===== src/blmd_pkg.sv =====
// ----------------------------------------------------------------------------
// blmd_pkg: shared types and constants for the BLE-MIDI packet deframer
// Parser phase, parser state, result item and the MIDI status codes used by
// the decoder and the result queue.
// ----------------------------------------------------------------------------
package blmd_pkg;

  // Parser phase within a packet
  typedef enum logic [1:0] {
    PH_HEADER = 2'd0,
    PH_BODY   = 2'd1,
    PH_STAMP  = 2'd2
  } phase_e;

  // MIDI status codes
  localparam logic [7:0] ST_NONE       = 8'h00;
  localparam logic [7:0] ST_SYSEX      = 8'hF0;
  localparam logic [7:0] ST_SYSEX_END  = 8'hF7;
  localparam logic [7:0] ST_REALTIME   = 8'hF8;
  localparam logic [7:0] ST_SYSTEM_MIN = 8'hF0;

  // Upper nibbles of status bytes
  localparam logic [3:0] HI_PROGRAM  = 4'b1100;
  localparam logic [3:0] HI_PRESSURE = 4'b1101;
  localparam logic [3:0] HI_SYSTEM   = 4'b1111;

  // Lower nibbles of system common statuses
  localparam logic [3:0] LO_QFRAME  = 4'b0001;
  localparam logic [3:0] LO_SONGPOS = 4'b0010;
  localparam logic [3:0] LO_SONGSEL = 4'b0011;

  // Result queue geometry
  localparam int unsigned QDepth = 4;
  localparam int unsigned QPtrW  = 2;
  localparam int unsigned QCntW  = 3;

  // Parser state
  typedef struct packed {
    phase_e     phase;
    logic [7:0] running_status;
    logic [1:0] data_needed;
    logic [1:0] data_seen;
    logic       in_sysex;
    logic       status_sent;
  } state_t;

  // One output item
  typedef struct packed {
    logic [7:0] midi_byte;
    logic       end_of_message;
    logic       last_for_input;
  } result_t;

  // Results caused by one input byte
  typedef struct packed {
    logic [1:0] count;
    result_t    res1;
    result_t    res0;
  } dec_out_t;

endpackage


===== src/ble_midi_packet_deframer.sv =====
// ----------------------------------------------------------------------------
// ble_midi_packet_deframer: BLE-MIDI packet bytes in, plain MIDI bytes out
// Input stream: one packet byte per transaction, tdata = packet byte,
// tuser = first_of_packet (marks the header byte, which is dropped).
// Output stream: one MIDI byte per transaction, tlast = end of message,
// tuser = last result caused by the input byte.
// Each input byte yields zero, one or two MIDI bytes; running status is
// re-emitted in front of its data and sysex runs across packets until F7
// or another non-real-time status. Results pass through a queue register.
// Throughput: one input byte per cycle while output is drained; the output
// side delivers one byte per cycle, so bytes that give two results limit
// the input rate to the output rate. A four-entry result queue sets this.
// Input tready depends only on queue fill, never on m_axis_tready directly.
// Reset clears the parser (expect header, no running status, no sysex) and
// empties the queue. When the receiver stalls, results wait in the queue
// and the input is held off once fewer than two entries are free.
// ----------------------------------------------------------------------------
module ble_midi_packet_deframer (
  input  logic       clk_i,
  input  logic       rst_ni,
  input  logic       s_axis_tvalid,
  output logic       s_axis_tready,
  input  logic [7:0] s_axis_tdata,   // [7:0] packet_byte
  input  logic       s_axis_tuser,   // [0] first_of_packet
  output logic       m_axis_tvalid,
  input  logic       m_axis_tready,
  output logic [7:0] m_axis_tdata,   // [7:0] midi_byte
  output logic       m_axis_tlast,   // end_of_message
  output logic       m_axis_tuser    // [0] last_for_input
);

  blmd_pkg::state_t   state_q, state_d, state_nx;
  blmd_pkg::dec_out_t dec, push;
  blmd_pkg::result_t  head;
  logic               accept;
  logic               space;

  assign accept        = s_axis_tvalid & s_axis_tready;
  assign s_axis_tready = space;

  // Per-byte parser logic
  blmd_decode u_decode (
    .state_i (state_q),
    .byte_i  (s_axis_tdata),
    .first_i (s_axis_tuser),
    .state_o (state_nx),
    .dec_o   (dec)
  );

  // Parser state register, updated on each transaction
  assign state_d = accept ? state_nx : state_q;

  always_ff @(posedge clk_i or negedge rst_ni) begin
    if (!rst_ni) begin
      state_q.phase          <= blmd_pkg::PH_HEADER;
      state_q.running_status <= blmd_pkg::ST_NONE;
      state_q.data_needed    <= 2'd0;
      state_q.data_seen      <= 2'd0;
      state_q.in_sysex       <= 1'b0;
      state_q.status_sent    <= 1'b0;
    end else begin
      state_q <= state_d;
    end
  end

  // Results enter the queue only on a transaction
  always_comb begin
    push = dec;
    if (!accept) push.count = 2'd0;
  end

  blmd_res_queue u_queue (
    .clk_i   (clk_i),
    .rst_ni  (rst_ni),
    .push_i  (push),
    .pop_i   (m_axis_tvalid & m_axis_tready),
    .space_o (space),
    .valid_o (m_axis_tvalid),
    .head_o  (head)
  );

  assign m_axis_tdata = head.midi_byte;
  assign m_axis_tlast = head.end_of_message;
  assign m_axis_tuser = head.last_for_input;

endmodule


===== src/blmd_decode.sv =====
// ----------------------------------------------------------------------------
// blmd_decode: per-byte parser logic
// From the current parser state and one packet byte, works out the next
// state and the zero, one or two MIDI bytes that the byte produces.
// ----------------------------------------------------------------------------
module blmd_decode (
  input  blmd_pkg::state_t   state_i,
  input  logic [7:0]         byte_i,
  input  logic               first_i,
  output blmd_pkg::state_t   state_o,
  output blmd_pkg::dec_out_t dec_o
);

  blmd_pkg::state_t  st;
  blmd_pkg::result_t res [2];
  logic [1:0]        cnt;
  logic              do_data;
  logic              do_status;
  logic [1:0]        seen_inc;
  logic              done;
  logic [3:0]        hi;
  logic [3:0]        lo;

  assign hi = byte_i[7:4];
  assign lo = byte_i[3:0];

  always_comb begin
    st        = state_i;
    cnt       = 2'd0;
    res[0]    = '0;
    res[1]    = '0;
    do_data   = 1'b0;
    do_status = 1'b0;
    seen_inc  = state_i.data_seen + 2'd1;
    done      = (seen_inc >= state_i.data_needed);

    // Phase tracking: header, body byte or byte after a timestamp
    if (first_i) begin
      st.phase = blmd_pkg::PH_BODY;
    end else begin
      unique case (state_i.phase)
        blmd_pkg::PH_BODY: begin
          if (byte_i[7]) st.phase = blmd_pkg::PH_STAMP;
          else           do_data  = 1'b1;
        end
        blmd_pkg::PH_STAMP: begin
          st.phase = blmd_pkg::PH_BODY;
          if (byte_i[7]) do_status = 1'b1;
          else           do_data   = 1'b1;
        end
        default: st.phase = blmd_pkg::PH_HEADER;
      endcase
    end

    // Data byte: sysex payload or running-status data
    if (do_data) begin
      if (state_i.in_sysex) begin
        res[cnt[0]].midi_byte      = byte_i;
        res[cnt[0]].end_of_message = 1'b0;
        cnt                        = cnt + 2'd1;
      end else if (state_i.running_status != blmd_pkg::ST_NONE &&
                   state_i.data_needed != 2'd0) begin
        if (!state_i.status_sent) begin
          res[cnt[0]].midi_byte      = state_i.running_status;
          res[cnt[0]].end_of_message = 1'b0;
          cnt                        = cnt + 2'd1;
        end
        res[cnt[0]].midi_byte      = byte_i;
        res[cnt[0]].end_of_message = done;
        cnt                        = cnt + 2'd1;
        st.status_sent = 1'b1;
        st.data_seen   = seen_inc;
        if (done) begin
          st.data_seen   = 2'd0;
          st.status_sent = 1'b0;
          if (state_i.running_status >= blmd_pkg::ST_SYSTEM_MIN) begin
            st.running_status = blmd_pkg::ST_NONE;
            st.data_needed    = 2'd0;
          end
        end
      end
    end

    // Status byte
    if (do_status) begin
      if (byte_i >= blmd_pkg::ST_REALTIME) begin
        // real-time passes alone, state untouched
        res[cnt[0]].midi_byte      = byte_i;
        res[cnt[0]].end_of_message = 1'b1;
        cnt                        = cnt + 2'd1;
      end else begin
        // any other status closes an open sysex
        if (state_i.in_sysex) begin
          res[cnt[0]].midi_byte      = blmd_pkg::ST_SYSEX_END;
          res[cnt[0]].end_of_message = 1'b1;
          cnt                        = cnt + 2'd1;
          st.in_sysex                = 1'b0;
        end
        if (byte_i == blmd_pkg::ST_SYSEX_END) begin
          st.running_status = blmd_pkg::ST_NONE;
          st.data_needed    = 2'd0;
          st.data_seen      = 2'd0;
          st.status_sent    = 1'b0;
        end else if (byte_i == blmd_pkg::ST_SYSEX) begin
          st.running_status          = blmd_pkg::ST_NONE;
          st.data_needed             = 2'd0;
          st.data_seen               = 2'd0;
          st.status_sent             = 1'b0;
          st.in_sysex                = 1'b1;
          res[cnt[0]].midi_byte      = byte_i;
          res[cnt[0]].end_of_message = 1'b0;
          cnt                        = cnt + 2'd1;
        end else if (hi == blmd_pkg::HI_SYSTEM) begin
          st.running_status = blmd_pkg::ST_NONE;
          st.data_needed    = 2'd0;
          st.data_seen      = 2'd0;
          st.status_sent    = 1'b0;
          if (lo == blmd_pkg::LO_QFRAME || lo == blmd_pkg::LO_SONGSEL ||
              lo == blmd_pkg::LO_SONGPOS) begin
            st.data_needed    = (lo == blmd_pkg::LO_SONGPOS) ? 2'd2 : 2'd1;
            st.running_status = byte_i;
            st.status_sent    = 1'b1;
            res[cnt[0]].midi_byte      = byte_i;
            res[cnt[0]].end_of_message = 1'b0;
            cnt                        = cnt + 2'd1;
          end
        end else begin
          // channel message
          st.running_status = byte_i;
          st.data_needed    = (hi == blmd_pkg::HI_PROGRAM || hi == blmd_pkg::HI_PRESSURE)
                              ? 2'd1 : 2'd2;
          st.data_seen      = 2'd0;
          st.status_sent    = 1'b1;
          res[cnt[0]].midi_byte      = byte_i;
          res[cnt[0]].end_of_message = 1'b0;
          cnt                        = cnt + 2'd1;
        end
      end
    end

    // mark the final result of this byte
    if (cnt != 2'd0) res[~cnt[0]].last_for_input = 1'b1;
  end

  assign state_o     = st;
  assign dec_o.count = cnt;
  assign dec_o.res0  = res[0];
  assign dec_o.res1  = res[1];

endmodule


===== src/blmd_res_queue.sv =====
// ----------------------------------------------------------------------------
// blmd_res_queue: small result queue
// Takes up to two results per cycle and hands out one per cycle when popped;
// parts the parser from the output handshake until the queue fills.
// ----------------------------------------------------------------------------
module blmd_res_queue (
  input  logic               clk_i,
  input  logic               rst_ni,
  input  blmd_pkg::dec_out_t push_i,
  input  logic               pop_i,
  output logic               space_o,
  output logic               valid_o,
  output blmd_pkg::result_t  head_o
);

  blmd_pkg::result_t                 mem_q [blmd_pkg::QDepth];
  logic [blmd_pkg::QPtrW-1:0]        wr_ptr_q, wr_ptr_d;
  logic [blmd_pkg::QPtrW-1:0]        rd_ptr_q, rd_ptr_d;
  logic [blmd_pkg::QCntW-1:0]        count_q, count_d;
  logic [blmd_pkg::QPtrW-1:0]        wr_ptr_nx;

  assign wr_ptr_nx = wr_ptr_q + {{(blmd_pkg::QPtrW-1){1'b0}}, 1'b1};

  // Pointer and fill arithmetic
  always_comb begin
    wr_ptr_d = wr_ptr_q + push_i.count;
    rd_ptr_d = rd_ptr_q + {{(blmd_pkg::QPtrW-1){1'b0}}, pop_i};
    count_d  = count_q + {1'b0, push_i.count}
               - {{(blmd_pkg::QCntW-1){1'b0}}, pop_i};
  end

  always_ff @(posedge clk_i or negedge rst_ni) begin
    if (!rst_ni) begin
      wr_ptr_q <= '0;
      rd_ptr_q <= '0;
      count_q  <= '0;
    end else begin
      wr_ptr_q <= wr_ptr_d;
      rd_ptr_q <= rd_ptr_d;
      count_q  <= count_d;
    end
  end

  // Entry storage
  always_ff @(posedge clk_i) begin
    if (push_i.count != 2'd0) mem_q[wr_ptr_q]  <= push_i.res0;
    if (push_i.count == 2'd2) mem_q[wr_ptr_nx] <= push_i.res1;
  end

  assign space_o = (count_q <= blmd_pkg::QCntW'(blmd_pkg::QDepth - 2));
  assign valid_o = (count_q != '0);
  assign head_o  = mem_q[rd_ptr_q];

endmodule


===== config.mk =====
export PLATFORM = sky130hd
export DESIGN_NAME = ble_midi_packet_deframer
export DESIGN_NICKNAME = d
export VERILOG_FILES = /design/src/blmd_pkg.sv /design/src/ble_midi_packet_deframer.sv /design/src/blmd_decode.sv /design/src/blmd_res_queue.sv
export SDC_FILE = /design/constraint.sdc
export NUM_CORES = 1
export LEC_CHECK = 0
export ABC_CLOCK_PERIOD_IN_PS = 8600
export BUFFER_PORTS_ARGS = -buffer_cell sky130_fd_sc_hd__buf_2
export CAP_MARGIN = 15
export CORE_ASPECT_RATIO = 0.75
export CORE_UTILIZATION = 55
export DETAILED_ROUTE_END_ITERATION = 10
export PLACE_DENSITY_LB_ADDON = 0.1
export SKIP_LAST_GASP = 1
export SYNTH_ARGS = -nofsm -noshare
export SYNTH_HDL_FRONTEND = slang
export SYNTH_SLANG_ARGS = --single-unit

===== constraint.sdc =====
create_clock -name clk_i -period 8.6 [get_ports clk_i]
set_input_delay 0.43 -clock clk_i [delete_from_list [all_inputs] [get_ports clk_i]]
set_output_delay 0.43 -clock clk_i [all_outputs]
set_load 0.1 [all_outputs]

==> impl_metrics.toml, run 1 <==
[yosys]
ys_types = 58
seq_area_frac_synth_pct = 48.7
yosys_warnings = 0
synthesis.instances = 297
postSynthAreaPerCell_um2 = 12.3
synth_seq_cells = 63
synth-edff-count = 40
syn_area_um2 = 3650
synthesis.nets = 320
synthArstFlopShare_pct = 36.5
ys.flop_type = "edfxtp_1"

[cells_and_area]
syn_to_final_growth_pct = 8.75
nets = 342
antenna_cells = 0
design_area_um2 = 3970
final_layout_size_suffix_gt1_share_pct = 22.2
regArea_um2 = 1780
n_fill_cell = 515
multi_input_area_um2 = 1730
final_common_cell = "edfxtp_1"
final_cell_mix = "edfxtp_1, nand2_1, mux2i_1, buf_2"

[placement]
port-buffer-count = 24
routabilityCongestion = 1.03
place_area_um2 = 3780
hpwl_um = 5910

[route]
wire_per_inst_um = 20.2
wl_um = 8170
first_pass_iters = 5
drcViolationCount = 0
vias_per_cell = 6.39
vias = 2587
drt_iter0_drc = 264
ant_nets = 0

[worst_setup_path]
cp-end-kind = "flip-flop"
crit_required_ns = 8.56
regToRegEndpoint = "u_queue.mem_q[3][9]"
cp-start-kind = "flip-flop"
regToRegSetupSlack_ns = 5.05
endpoint = "u_queue.mem_q[3][9]"
reg2reg_depth = 8
reg2reg_from = "state_q[14]"
crit_path_max_fanout = 10
arrival_ns = 3.51
crit_type = "reg2reg"
cp-startpoint = "state_q[14]"

[clock_network]
cts_buffer_depth = 2
htreeDepth = 3
root_buffer = "clkbuf_8"
hold_buffers = 0
cts_buffers = 9
tritoncts = "done"
insertion_delay_ns = 0.34
path_clk_slew_ns = 0.07
cts_sinks = 63
post_cts_buffers = 0
cts-resized-gates = 0

[global_route]
met3_usage_pct = 7.13
grt.busiest_layer = "met1"
antenna_found_initial = 0
grt_pass1_wl_um = 13200
grt_overflow = 0
grt_use_total_pct = 26.3
grt_use_met2_pct = 37.3
grt_pass1_vias = 2487
grt_start_max_net_pins = 24
grt.met1_usage_pct = 39.6

[sta]
holdWs_ns = 0.0623
fin_crit_sh_pct = 41.3
max-slew-margin-rel_pct = 30.5
period_minus_slack_ns = 3.55
finalClockSkew_ns = 0.00925
timing.final.setup_violations = 0
rsz0062_at_grt = "no"
finalHoldViolCount = 0
max_clock_freq_mhz = 282
setup_tns_ns = 0
maxSlewViolCount = 0
worst_slew_pin_slew_ns = 1.04

[power_and_ir_drop]
internal-power_uw = 647
vdd_drop_max_mv = 0.168
power_density_nw_per_um2 = 299
power.switching_uw = 539
p_total_uw = 1190
pwr-share-comb_pct = 41.8
leakagePower_uw = 0.00172
p_clk_share_pct = 20.7
swShare_pct = 45.4
seqPwrFrac_pct = 37.6

[floorplanning]
core_um2 = 6350
start_util_pct = 57.4
io_pins = 25
dieArea_um2 = 6960
fp.dieW_um = 96.0
num_rows = 25
dieHeight_um = 72.5

[hold_path]
hp-class = "in2async"

[outcome]
status = "completed"

[flow_run]
cap_violations = 0
-- state kept, by name, indices dropped and copies added, names as in the netlist --
signal / cells
u_queue.mem_q: 40
u_queue.wr_ptr_q: 2
state_q: 16
u_queue.count_q: 3
u_queue.rd_ptr_q: 2
-- cell usage after synthesis, types with 2 or more instances --
cell,instances,share of area [%]
edfxtp_1,40,33
nand2_1,27,2.8
mux2i_1,24,6.6
a21oi_1,23,3.2
dfrtp_1,23,16
inv_1,12,1.2
nor2_1,12,1.2
mux4_2,10,6.2
ha_1,9,3.1
a22o_1,7,1.7
clkbuf_1,7,0.72
mux2_1,6,1.9
mux2_4,6,2.5
nor3_1,6,0.82
o21ai_0,6,0.82
buf_6,4,1.2
nand3_1,4,0.55
nand4_1,4,0.69
xnor2_1,4,0.96
a211oi_1,3,0.62
a21o_1,3,0.62
and2_1,3,0.51
nor2b_1,3,0.51
o2bb2ai_1,3,0.72
or3_1,3,0.51
a221o_2,2,0.62
buf_2,2,0.27
nand2_2,2,0.34
nand2b_1,2,0.34
nand3b_1,2,0.41
nor4_1,2,0.34
nor4_4,2,1.2
o21ai_1,2,0.27
o32ai_1,2,0.48
o41ai_1,2,0.48
or2_2,2,0.34
xor2_1,2,0.48
-- kinds of logic (layout without fill, tap and decap cells) --
group,after synthesis,count (layout),synth area share (%)
fa+ha+maj,10,10,3.64
compound gates,62,62,12.4
buf+inv,27,54,3.84
mux,46,46,17.1
xor+xnor,6,6,1.44
simple gates,83,83,12.9
flops,63,63,48.7
-- metal layers --
metal,wire [µm],up-vias,part of all wire (%)
met5,0,-,0
met4,101,0,1.2
li1,-,1175,-
met2,3430,121,42
met3,677,18,8.3
met1,3960,1273,48
-- power by group through the flow --
stage,Combinational [µW],Sequential (µW),Clock (µW)
after floorplan,449,406,0
after detailed placement,493,450,0
after global routing,528,453,261
after CTS,495,444,249
final,495,445,245
after global placement,489,450,0
-- how the worst min path moves through the flow --
| stage | from | endpoint | cells past startpoint |
|---|---|---|---|
| global route | rst_ni | u_queue.rd_ptr_q[1] | 1 |
| finish | rst_ni | u_queue.rd_ptr_q[1] | 1 |
| global placement | rst_ni | state_q[2] | 1 |
| floorplan | rst_ni | state_q[0] | 0 |
| detailed placement | rst_ni | u_queue.count_q[1] | 1 |
| CTS | rst_ni | state_q[8] | 1 |
-- critical path, stage by stage (launching register included) --
cell and delay, ns:
dfrtp_1 0.35, inv_1 0.08, ha_1 0.36, or3_4 0.45, a2111oi_2 0.56, a21o_1 0.26, o2bb2ai_4 0.19, a21oi_1 0.10
nor2b_1 0.82
-- stage by stage --
stage / instances / utilization (%) / setup WS [ns]
floorplan: 297 / - / 4.34
global placement: 389 / 59.6 / 5.23
detailed placement: 389 / 59.6 / 5.14
CTS: 405 / 62.4 / 5.10
global route: 405 / 62.4 / 4.82
finish: 405 / 62.4 / 5.05
-- layout make-up --
cell class | instances | share of cell area (%)
Clock buffer | 11 | 3.31
Inverter | 13 | 1.23
Tap cell | 81 | 2.56
Timing Repair Buffer | 25 | 3.22
Multi-Input combinational cell | 207 | 43.6
Clock inverter | 5 | 1.26
Sequential cell | 63 | 44.8
(Power assumes the default switching activity.)
==> inputs of run 2 (changes only) <==
ABC_AREA = 1   (was not set)
ABC_CLOCK_PERIOD_IN_PS = 3500   (was 8600)
clock period = 3.5 ns   (was 8.6 ns; I/O delays follow)
==> impl_metrics.toml, run 2 <==
[outcome]
status = "completed"

[global_route]
grt_pass1_wl_um = 15700
grt_start_max_net_pins = 24
grt_pass1_vias = 3093
grt_overflow = 0
antenna_found_initial = 0
grt_use_total_pct = 28.6

[yosys]
synth_compound_area_share_pct = 12.2
synth_area_leaders = "edfxtp_1, dfrtp_1, nand2_1, nand3_1, nor2_1"
synth_seq_cells = 63
synthXorXnorAreaFrac_pct = 1.36
synth_fa_ha_area_share_pct = 3.43
seq_area_frac_synth_pct = 45.9
postSynthAreaPerCell_um2 = 8.25
synth_top_area_share_pct = 31.0
synth.largest_area_cell = "edfxtp_1"
synthArstFlopShare_pct = 36.5
yosysMostFrequentCell = "nand2_1"
ys.flop_type = "edfxtp_1"
synth_common_cells = "nand2_1, edfxtp_1, nor2_1"
synth.area.mux_share_pct = 0
synthesis.nets = 492
synth-simple-area-share_pct = 29.9
synth-edff-count = 40
yosys_warnings = 0
synth_top_family_by_area = "simple AND/OR/NAND/NOR gates"
ys_types = 41
synthesis.instances = 469
syn_area_um2 = 3870

[clock_network]
tritoncts = "done"
cts_buffers = 9
htreeDepth = 3
cts-resized-gates = 0
root_buffer = "clkbuf_8"
cts_buffer_depth = 2
cts_sinks = 63
insertion_delay_ns = 0.35
hold_buffers = 1
post_cts_buffers = 0
path_clk_slew_ns = 0.08

[sta]
period_minus_slack_ns = 2.82
finalClockSkew_ns = 0.0144
worst_slew_pin_slew_ns = 0.766
setup_tns_ns = 0
max-slew-margin-rel_pct = 48.6
timing.final.setup_violations = 0
fin_crit_sh_pct = 80.5
finalHoldViolCount = 0
rsz0062_at_grt = "no"
setup_ws_ns = 0.682
max_clock_freq_mhz = 355
maxSlewViolCount = 0

[route]
vias = 3487
drt_iter0_drc = 482
ant_nets = 0
drcViolationCount = 0
first_pass_iters = 5
wl_um = 9950
wire_per_inst_um = 17.1
vias_per_cell = 5.99

[cells_and_area]
syn_to_final_growth_pct = 9.06
largest-register = "u_queue.mem_q"
multi_input_area_um2 = 1810
reg.largest.list = "u_queue.mem_q (40), state_q (16), u_queue.count_q (3)"
antenna_cells = 0
n_fill_cell = 570
largest_reg_flops = 40
nets = 517
final_common_cell = "nand2_1"
regArea_um2 = 1780
final_layout_size_suffix_gt1_share_pct = 14.5
final_cell_mix = "nand2_1, edfxtp_1, nor2_1"
finalNonFillerCells = 582

[placement]
place_ws_ns = 0.760
hpwl_um = 7340
dp_cells = 566
port-buffer-count = 24
routabilityCongestion = 0.934

[worst_setup_path]
arrival_ns = 2.80
reg2reg_from = "state_q[14]"
crit_required_ns = 3.48
cp-start-kind = "flip-flop"
cp-end-kind = "flip-flop"
cp-startpoint = "state_q[14]"
crit_path_max_fanout = 10
crit_type = "reg2reg"

[hold_path]
hold_start = "s_axis_tuser"
hp-class = "in2reg"

[floorplanning]
io_pins = 25
fp.dieW_um = 98.8
dieHeight_um = 74.6
num_rows = 26
start_util_pct = 56.9
dieArea_um2 = 7380
core_um2 = 6800

[power_and_ir_drop]
vdd_drop_max_mv = 0.490
power_density_nw_per_um2 = 845
leakagePower_uw = 0.00191

[flow_run]
cap_violations = 0
## run 2: logic make-up after synthesis
| group | Yosys count |
|---|---|
| buffers and inverters | 62 |
| AND/OR/NAND/NOR | 248 |
| XOR/XNOR | 6 |
| flip-flops | 63 |
| adder cells (fa/ha/maj) | 10 |
| AO/OA/AOI/OAI | 80 |
## run 2: stage by stage
step | util, % | cell area (µm²) | power (µW) | hold WS, ns
after floorplan | - | 3870 | 2580 | -0.121
after global placement | 59.2 | 4020 | 2900 | 0.174
after detailed placement | 59.2 | 4020 | 2940 | 0.183
after CTS | 62.1 | 4220 | 3550 | 0.0977
after global routing | 62.1 | 4220 | 3760 | 0.121
final | 62.1 | 4220 | 3570 | 0.100
## run 2: worst max-delay path, cell delays in order, from the launching register on
cell and delay, ns:
dfrtp_1 0.36, inv_1 0.06, ha_1 0.28, nor2_1 0.09, nand2_1 0.13, nor2_4 0.16
nand2_2 0.11, nor2_4 0.24, inv_4 0.12, nand2_8 0.13, nand2_1 0.11, nand2_1 0.15
nand2_1 0.07, nand2_1 0.43
## run 2: final cells by class
type / instances / share of cell area [%]
repair buffers: 25 / 3.08
well taps: 84 / 2.49
clock inverters: 6 / 1.48
clock buffers: 9 / 2.94
multi-input cells: 344 / 43.0
flip-flops and latches: 63 / 42.1
inverters: 51 / 4.92
## run 2: where the power goes
part / switching [µW] / internal [µW]
clock: 301 / 322
sequential: 147 / 964
combinational: 1420 / 411
## run 2: path summary, 6_finish.rpt
check                      depth (start not counted)  slack, ns                  end
hold / removal                                     3       0.10          state_q[14]
min in group asynchronous                          2       0.32          state_q[14]
max in group asynchronous                          2       2.80           state_q[6]
setup reg to reg                                  13       0.68  u_queue.mem_q[2][6]
hold reg to reg                                    2       0.57           state_q[3]
setup / recovery                                  13       0.68  u_queue.mem_q[2][6]
## run 2: per-layer routing
metal,routed length [µm],track usage (%),share of wire [%]
met1,4400,41.2,44
met2,4410,43.5,44
met3,992,7.80,10
met4,150,6.97,1.5
met5,0,0,0
==> inputs of run 3 (changes only) <==
ABC_CLOCK_PERIOD_IN_PS = 2600   (was 3500)
clock period = 2.6 ns   (was 3.5 ns; I/O delays follow)
==> impl_metrics.toml, run 3 (same netlist as run 2, synthesis figures left out) <==
[floorplanning]
fp.dieW_um = 98.8
dieHeight_um = 74.6
num_rows = 26
core_um2 = 6800
start_util_pct = 56.9
io_pins = 25
dieArea_um2 = 7380

[clock_network]
tritoncts = "done"
path_clk_slew_ns = 0.07
htreeDepth = 3
cts_sinks = 63
root_buffer = "clkbuf_8"
insertion_delay_ns = 0.35
cts_buffers = 9
cts_buffer_depth = 2

[worst_setup_path]
cp-start-kind = "flip-flop"
arrival_ns = 2.75
cp-end-kind = "flip-flop"
crit_required_ns = 2.84
crit_type = "reg2reg"
crit_path_max_fanout = 3

[cells_and_area]
final_cell_mix = "nand2_1, edfxtp_1, nor2_1"
syn_to_final_growth_pct = 15.1
nets = 536
finalNonFillerCells = 601
reg.largest.list = "u_queue.mem_q (40), state_q (16), u_queue.count_q (3)"
final_common_cell = "nand2_1"
final_layout_size_suffix_gt1_share_pct = 18.2
largest_reg_flops = 40
largest-register = "u_queue.mem_q"
antenna_cells = 0

[sta]
setup_ws_ns = 0.0881
max-slew-margin-rel_pct = 64.3
maxSlewViolCount = 0
max_clock_freq_mhz = 398
fin_crit_sh_pct = 96.6
finalClockSkew_ns = 0.00524
period_minus_slack_ns = 2.51
timing.final.setup_violations = 0
worst_slew_pin_slew_ns = 0.531
finalHoldViolCount = 0
holdWs_ns = 0.0862

[global_route]
grt_overflow = 0
grt_pass1_vias = 3177
grt_pass1_wl_um = 15600
antenna_found_initial = 0
grt_start_max_net_pins = 24
grt_use_total_pct = 28.3

[power_and_ir_drop]
internal-power_uw = 2480
swShare_pct = 50.2
p_clk_share_pct = 18.1
power.switching_uw = 2490
seqPwrFrac_pct = 29.3
leakagePower_uw = 0.00204
p_total_uw = 4970
pwr-share-comb_pct = 52.7
vdd_drop_max_mv = 0.556
power_density_nw_per_um2 = 1120

[route]
wl_um = 9690
drt_iter0_drc = 404
ant_nets = 0
drcViolationCount = 0
vias = 3501
vias_per_cell = 5.83
first_pass_iters = 6
wire_per_inst_um = 16.1

[flow_run]
cap_violations = 0

[outcome]
status = "completed"

[placement]
place_ws_ns = -0.00796
port-buffer-count = 24
dp_cells = 578
hpwl_um = 7270
routabilityCongestion = 0.945

[hold_path]
hp-class = "in2reg"
==> run 3: changes by cell type in the layout (fill, tap and decap cells not counted), moves of 2 or more <==
cell        before  now
buf_4            0   15
buf_12           0    4
nand2_1        147  144
clkinvlp_4       2    0
nand2_2          4    6
==> run 3: critical path, stage by stage (launching register included) <==
cell	delay, ns
dfrtp_1	0.36
inv_1	0.06
ha_1	0.28
nor2_1	0.11
nand2_2	0.08
nor2_4	0.15
nand4_4	0.12
nand2_4	0.11
nand3_4	0.09
nand2_8	0.07
nand2_2	0.07
ha_1	0.28
inv_1	0.05
fa_1	0.44
xnor2_1	0.14
==> run 3: worst paths after layout <==
| path | start | to | slack, ns | cells past startpoint |
|---|---|---|---|---|
| max | state_q[14] | u_queue.count_q[2] | 0.09 | 14 |
| min | s_axis_tuser | state_q[14] | 0.09 | 3 |
| max reg2reg | state_q[14] | u_queue.count_q[2] | 0.09 | 14 |
| min reg2reg | state_q[3] | state_q[3] | 0.57 | 2 |
| max in group asynchronous | rst_ni | state_q[9] | 1.95 | 2 |
| min in group asynchronous | rst_ni | u_queue.count_q[2] | 0.29 | 2 |
==> run 3: final cells by class <==
class | instances | area, µm²
clock buffer | 10 | 128
fill | 577 | 2350
tap | 84 | 105
multi-input combinational | 344 | 1840
clock inverter | 5 | 73.8
timing repair buffer | 44 | 323
inverter | 51 | 208
sequential | 63 | 1780
==> run 3: power by group through the flow <==
stage | clock network (µW) | logic (µW) | registers [µW]
floorplan | 0 | 2060 | 1420
global placement | 0 | 2520 | 1460
detailed placement | 0 | 2560 | 1470
CTS | 911 | 2590 | 1450
global route | 950 | 2830 | 1480
finish | 897 | 2620 | 1450
==> run 3: routing by layer <==
metal	vias to the layer above	global-route usage (%)	part of all wire, %
li1	1675	-	-
met1	1625	39.4	45
met2	174	43.0	44
met3	27	7.71	8.8
met4	0	10.3	2.3
met5	-	0	0
==> run 3: through the flow <==
stage | setup TNS, ns | instance area (µm²) | utilization (%)
final | 0 | 4450 | 65.5
after global routing | -0.0585 | 4450 | 65.5
after CTS | 0 | 4400 | 64.7
after detailed placement | -0.00796 | 4170 | 61.3
after global placement | 0 | 4170 | 61.3
after floorplan | 0 | 3880 | -
==> run 3: what timing repair did <==
action,4_1_cts,5_1_grt
pin swaps,2,5
endpoints found under the hold margin,23,0
hold buffers,1,0
setup endpoints to repair,1,42
resized for setup,1,4
buffers inserted,2,5
